[config.mk]
export PLATFORM = sky130hd
export DESIGN_NAME = mqrm_ptr_table
export DESIGN_NICKNAME = d
export VERILOG_FILES = /design/src/hw/rtl/mqrm_ptr_table.sv
export SDC_FILE = /design/constraint.sdc
export NUM_CORES = 1
export LEC_CHECK = 0
export BUFFER_PORTS_ARGS = -buffer_cell sky130_fd_sc_hd__buf_2
export CELL_PAD_IN_SITES_DETAIL_PLACEMENT = 1
export CELL_PAD_IN_SITES_GLOBAL_PLACEMENT = 2
export CORE_ASPECT_RATIO = 0.7
export CORE_MARGIN = 3
export CORE_UTILIZATION = 52
export CTS_CLUSTER_DIAMETER = 200
export DETAILED_ROUTE_END_ITERATION = 12
export GPL_TIMING_DRIVEN = 1
export MAX_ROUTING_LAYER = met4
export PLACE_DENSITY = 0.83
export RECOVER_POWER = 25
export SLEW_MARGIN = 20
export SYNTH_ARGS = -nofsm -noshare
export SYNTH_HDL_FRONTEND = slang
export SYNTH_SLANG_ARGS = --single-unit
[constraint.sdc]
create_clock -name clk -period 2.1 [get_ports clk]
set_input_delay 0.21 -clock clk [delete_from_list [all_inputs] [get_ports clk]]
set_output_delay 0.21 -clock clk [all_outputs]
set_load 0.1 [all_outputs]
[src/hw/rtl/mqrm_ptr_table.sv]
// Per-queue pointer memory (head, tail, count) with reset valid bits per entry.
module mqrm_ptr_table #(
	parameter int NUM_QUEUES = 8,
	parameter int AW         = 3,
	parameter int DW         = 25
) (
	input  logic          clk,
	input  logic          arst_n,
	input  logic          rd_en,
	input  logic [AW-1:0] rd_addr,
	output logic [DW-1:0] rd_data,
	input  logic          wr_en,
	input  logic [AW-1:0] wr_addr,
	input  logic [DW-1:0] wr_data
);

	logic [DW-1:0]         mem [NUM_QUEUES];
	logic [NUM_QUEUES-1:0] vld_q;
	logic [DW-1:0]         rd_s1;
	logic                  rd_vld_s1;

	// mark an entry valid on its first write; never-written entries read as zero
	always_ff @(posedge clk or negedge arst_n) begin
		if (!arst_n) begin
			vld_q     <= '0;
			rd_vld_s1 <= 1'b0;
		end else begin
			if (wr_en)
				vld_q[wr_addr] <= 1'b1;
			if (rd_en)
				rd_vld_s1 <= vld_q[rd_addr];
		end
	end

	always_ff @(posedge clk) begin
		if (wr_en)
			mem[wr_addr] <= wr_data;
		if (rd_en)
			rd_s1 <= mem[rd_addr];
	end

	assign rd_data = rd_vld_s1 ? rd_s1 : '0;

endmodule

# Word-level counts from Yosys, hierarchy flattened
# Memory sizes are Yosys's and may differ from the RTL's. A register that Yosys moved wholly into a read port is not among the register bits.
# Cells that the tools add are included.
[totals] register_bits=9 ram_bits=200 in_bits=35 out_inout_bits=25 elab_cells=15 mem_count=1
[memory_table] memory="mem" words=8 word_bits=25 read_ports=1 rd_ports_with_merged_regs=1 write_ports=1 line="17" source="logic [DW-1:0] mem [NUM_QUEUES];"
[op_classes] order_cmp=3 muxes=7 bitwise_logic=1 n_reduce_logical=1
[op_table] operator="2-to-1 mux 25 bit" n=1
[op_table] operator="< comparator 3 x 4 -> 1 bit (second input constant)" n=2
[op_table] operator="OR 8 bit" n=1
[op_table] operator="2-to-1 mux 1 bit" n=4
[op_table] operator="binary-select mux 1 bit (select 3 bit)" n=1
[op_table] operator="demux 1 bit (select 3 bit)" n=1
[op_table] operator=">= comparator 3 x 1 -> 1 bit (second input constant)" n=1
[op_table] operator="logical AND 1 bit" n=1

# Logic depth before layout (Yosys ltp)
[logic_depth] depth_word=5 ltp_mapped=5 mapped_depth_nobuf=3

# Least setup slack after synthesis
# No wires, ideal clock.
[synth_path] kind="in2reg" start="input wr_addr[0]" end="memory mem[0][0] (enable)" setup_time_ns=0.440 arrival_ns=2.155 required_time_ns=1.660 path_slack_ns=-0.495 path_stages=2 path_buffers=0 cell_sequence="nand2b_1 -> nor3_1"
[synth_lines] element="start: declaration" line="13" source="input logic [AW-1:0] wr_addr,"
[synth_lines] element="end: declaration" line="17"
# Straight into the memory's write port.

# Worst setup path after layout
[layout_path] start="register rd_vld_s1" end="output rd_data[8]"
[layout_between] elab_chain_cells=1
[layout_lines] element="start: declaration" line="20" source="logic rd_vld_s1;"
[layout_lines] element="start signal: assignment" line="31" source="rd_vld_s1 <= vld_q[rd_addr];"
[layout_lines] element="2-to-1 mux 25 bit" line="42" source="assign rd_data = rd_vld_s1 ? rd_s1 : '0;"
[layout_lines] element="end: declaration" line="11" source="output logic [DW-1:0] rd_data,"
# Every way passes these cells.

==> reports/results.tsv <==
stage	metric	value	unit
run_status	status	finished with violations	
run_status	violations	max-capacitance violations, max-slew violations	
detailed_routing	via_per_inst	5.72	
floorplanning	core	0.0166	mm2
global_route	grt_pass1_wl	27700	um
cts	numCtsBuffers	22	
cts	clock_latency	0.50	ns
worst_setup_path	cp_slowest_cell	dfrtp_1	
sta	worst_slew_pin_slew	2.02	ns
placed_design	routabilityCongestion	0.670	
cts	clk_pin_slew	0.06	ns
floorplanning	fp.dieW	163	um
floorplanning	ioPinCount	60	
sta	rsz0062_at_grt	false	
sta	maxClockFrequency	0.504	GHz
floorplanning	die_area	0.0189	mm2
cts	cts_setup_buffers	0	
detailed_routing	vias	4155	
min_path	min_path_type	input port to flip-flop	
sta	fin_ws	0.117	ns
job	drv_cap	1	
sta	timing.setup.tns	0	ns
worst_setup_path	cp-end-kind	output pin	
synth	yosysUniqueCellTypes	18	
cells_and_area	areaGrowthSynthToFinish	20.5	%
sta	min_period	1.98	ns
synth	syn_inst	379	
placed_design	io_buffers	59	
detailed_routing	wl_per_cell	25.1	um
global_route	grt_use_total	20.7	%
synth	syn_area_per_cell	23.7	um2
synth	synth-seq-area-share	77.8	%
synth	yosys_warnings	0	
global_route	grt_max_degree	52	
detailed_routing	antenna_left	0	
detailed_routing	drtIter0Drc	422	
cts	cts_root_buf	clkbuf_16	
worst_setup_path	startpoint_type	flip-flop	
synth	ys_top_cells_by_area	edfxtp_1 (75%), mux4_1 (9.7%), mux4_2 (4.5%), mux2_2 (3.1%), dfrtp_1 (2.5%)	
synth	synth_area_leader_cell	edfxtp_1	
sta	period_share	94.4	%
cts	cts_max_level	1	
sta	hold_violations	0	
cts	cts_max_path_buffers	3	
cells_and_area	drive_above_1_share	29.7	%
synth	ys_ff_latch	234	
worst_setup_path	cpPeakStageDelay	0.53	ns
floorplanning	initial_utilization	54.1	%
worst_setup_path	worst_ep_required_time	1.89	ns
detailed_routing	wirelength	18200	um
worst_setup_path	crit_chain	buf_4 -> and2_1 -> buf_4	
cells_and_area	num_antenna_cells	0	
worst_setup_path	critical_path_class	flip-flop to output pin	
sta	maxSlewHeadroom	-34.7	%
floorplanning	fp.dieH	116	um
synth	syn_area	0.00897	mm2
placed_design	pre_cts_ws	0.295	ns
sta	setup_viol	0	
cells_and_area	layout.nets	520	
cts	cts_tree	done	
detailed_routing	remaining_drc_errors	0	
synth	synth.net_count	414	
global_route	grt_antenna_before_repair	0	
pwr	p_leak	3.65	nW
pwr	finalPower	10.6	mW
worst_setup_path	crit_arrival	1.77	ns
cts	cts_sinks	234	
floorplanning	rows	39	
sta	skew	0.0149	ns
pwr	power_density	982	mW/mm2
synth	synth_top_area_share	75.3	%
sta	whs	0.119	ns
global_route	grt_pass1_vias	4488	
worst_setup_path	path_common_cell	buf_4	
pwr	vdd_ir_drop_max	0.000670	V
global_route	grt_overflow	0	
worst_setup_path	crit_fanout	9	
placed_design	hpwlAfterDp	9680	um
cells_and_area	fin_util	65.1	%
detailed_routing	drtPass1Iterations	4	
sta	slew_viol_final	27	
==> layer usage <==
layer | part of all wire [%] | vias to the layer above | GRT usage (%)
met4 | 1.1 | 0 | 3.44
met3 | 5.5 | 19 | 3.61
met2 | 50 | 142 | 33.3
met5 | 0 | - | -
met1 | 44 | 2184 | 29.1
li1 | - | 1810 | -
==> critical path: cells and delay by family, from the launching register on <==
| family | cells | cell delay (ns) |
|---|---|---|
| buffers and inverters | 2 | 0.56 |
| DFF | 1 | 0.53 |
| and+or+nand+nor | 1 | 0.17 |
==> cells in the final DEF (no fill, tap or decap), drive strengths merged <==
master | netlist | routed
clkbuf | 8 | 53
nand2b | 3 | 3
nor2 | 6 | 6
inv | 1 | 1
mux2 | 25 | 25
dlygate4sd3 | 0 | 25
and2 | 25 | 25
dfrtp | 9 | 9
edfxtp | 225 | 225
nor3 | 2 | 2
bufinv | 0 | 4
or2 | 8 | 8
buf | 9 | 48
clkinv | 0 | 8
clkinvlp | 0 | 1
nand2 | 2 | 2
mux4 | 51 | 51
mux2i | 5 | 5
==> registers in the layout, indices dropped and copies added, names as in the netlist <==
name       cells
rd_s1         25
vld_q          8
mem          200
rd_vld_s1      1
==> power by group <==
part	leakage [nW]	switching [mW]	internal [mW]
logic	1.14	0.735	0.378
clock network	0.367	1.64	2.50
registers	2.14	0.0515	5.31
total	3.65	2.43	8.19
==> cells by family (layout without fill, tap and decap cells) <==
group                  count (synthesis)  after routing  share of synthesized area (%)
multiplexers                          81             81                           17.9
buffers and inverters                 18            140                           1.31
flip-flops                           234            234                           77.8
AND/OR/NAND/NOR                       46             46                           2.96
==> cell usage after synthesis <==
| master | count |
|---|---|
| buf_2 | 1 |
| nand2b_1 | 3 |
| mux2i_1 | 5 |
| nor3_1 | 2 |
| edfxtp_1 | 225 |
| buf_8 | 1 |
| nor2_1 | 6 |
| or2_2 | 8 |
| buf_6 | 5 |
| inv_1 | 1 |
| mux2_2 | 25 |
| mux4_2 | 18 |
| nand2_1 | 2 |
| mux4_1 | 33 |
| and2_1 | 25 |
| buf_1 | 2 |
| clkbuf_1 | 8 |
| dfrtp_1 | 9 |
==> path summary, 6_finish.rpt <==
| check | start | to | slack [ns] | cells after the start |
|---|---|---|---|---|
| max | rd_vld_s1 | rd_data[8] | 0.12 | 3 |
| min | wr_data[15] | mem[0][15] | 0.12 | 1 |
| max reg2reg | mem[0][24] | rd_s1[24] | 0.67 | 2 |
| min reg2reg | vld_q[6] | vld_q[6] | 0.47 | 1 |
| max in group asynchronous | arst_n | vld_q[3] | 1.56 | 2 |
| min in group asynchronous | arst_n | vld_q[7] | 0.21 | 2 |
==> metrics by stage <==
stage	cell area [um2]	instances
after floorplan	8980	379
final	10800	726
after global placement	9790	661
after detailed placement	9790	661
after CTS	10800	726
after global routing	10800	726
==> final cells by class <==
type                    count  area, um2
clock buffers              27        591
clock inverters            13        170
fillers                  1343       5780
inverters                   1       3.75
multi-input cells         127       1910
flip-flops and latches    234       6980
well taps                 225        282
repair buffers             99        873
==> timing repair <==
| item | CTS | global route |
|---|---|---|
| setup endpoints to repair | 3 | 10 |
| gates resized for setup | 3 | 10 |
| hold buffers | 25 | 0 |
| gates cloned | 0 | 0 |
| endpoints found under the hold margin | 199 | 0 |
(Power assumes the default switching activity.)
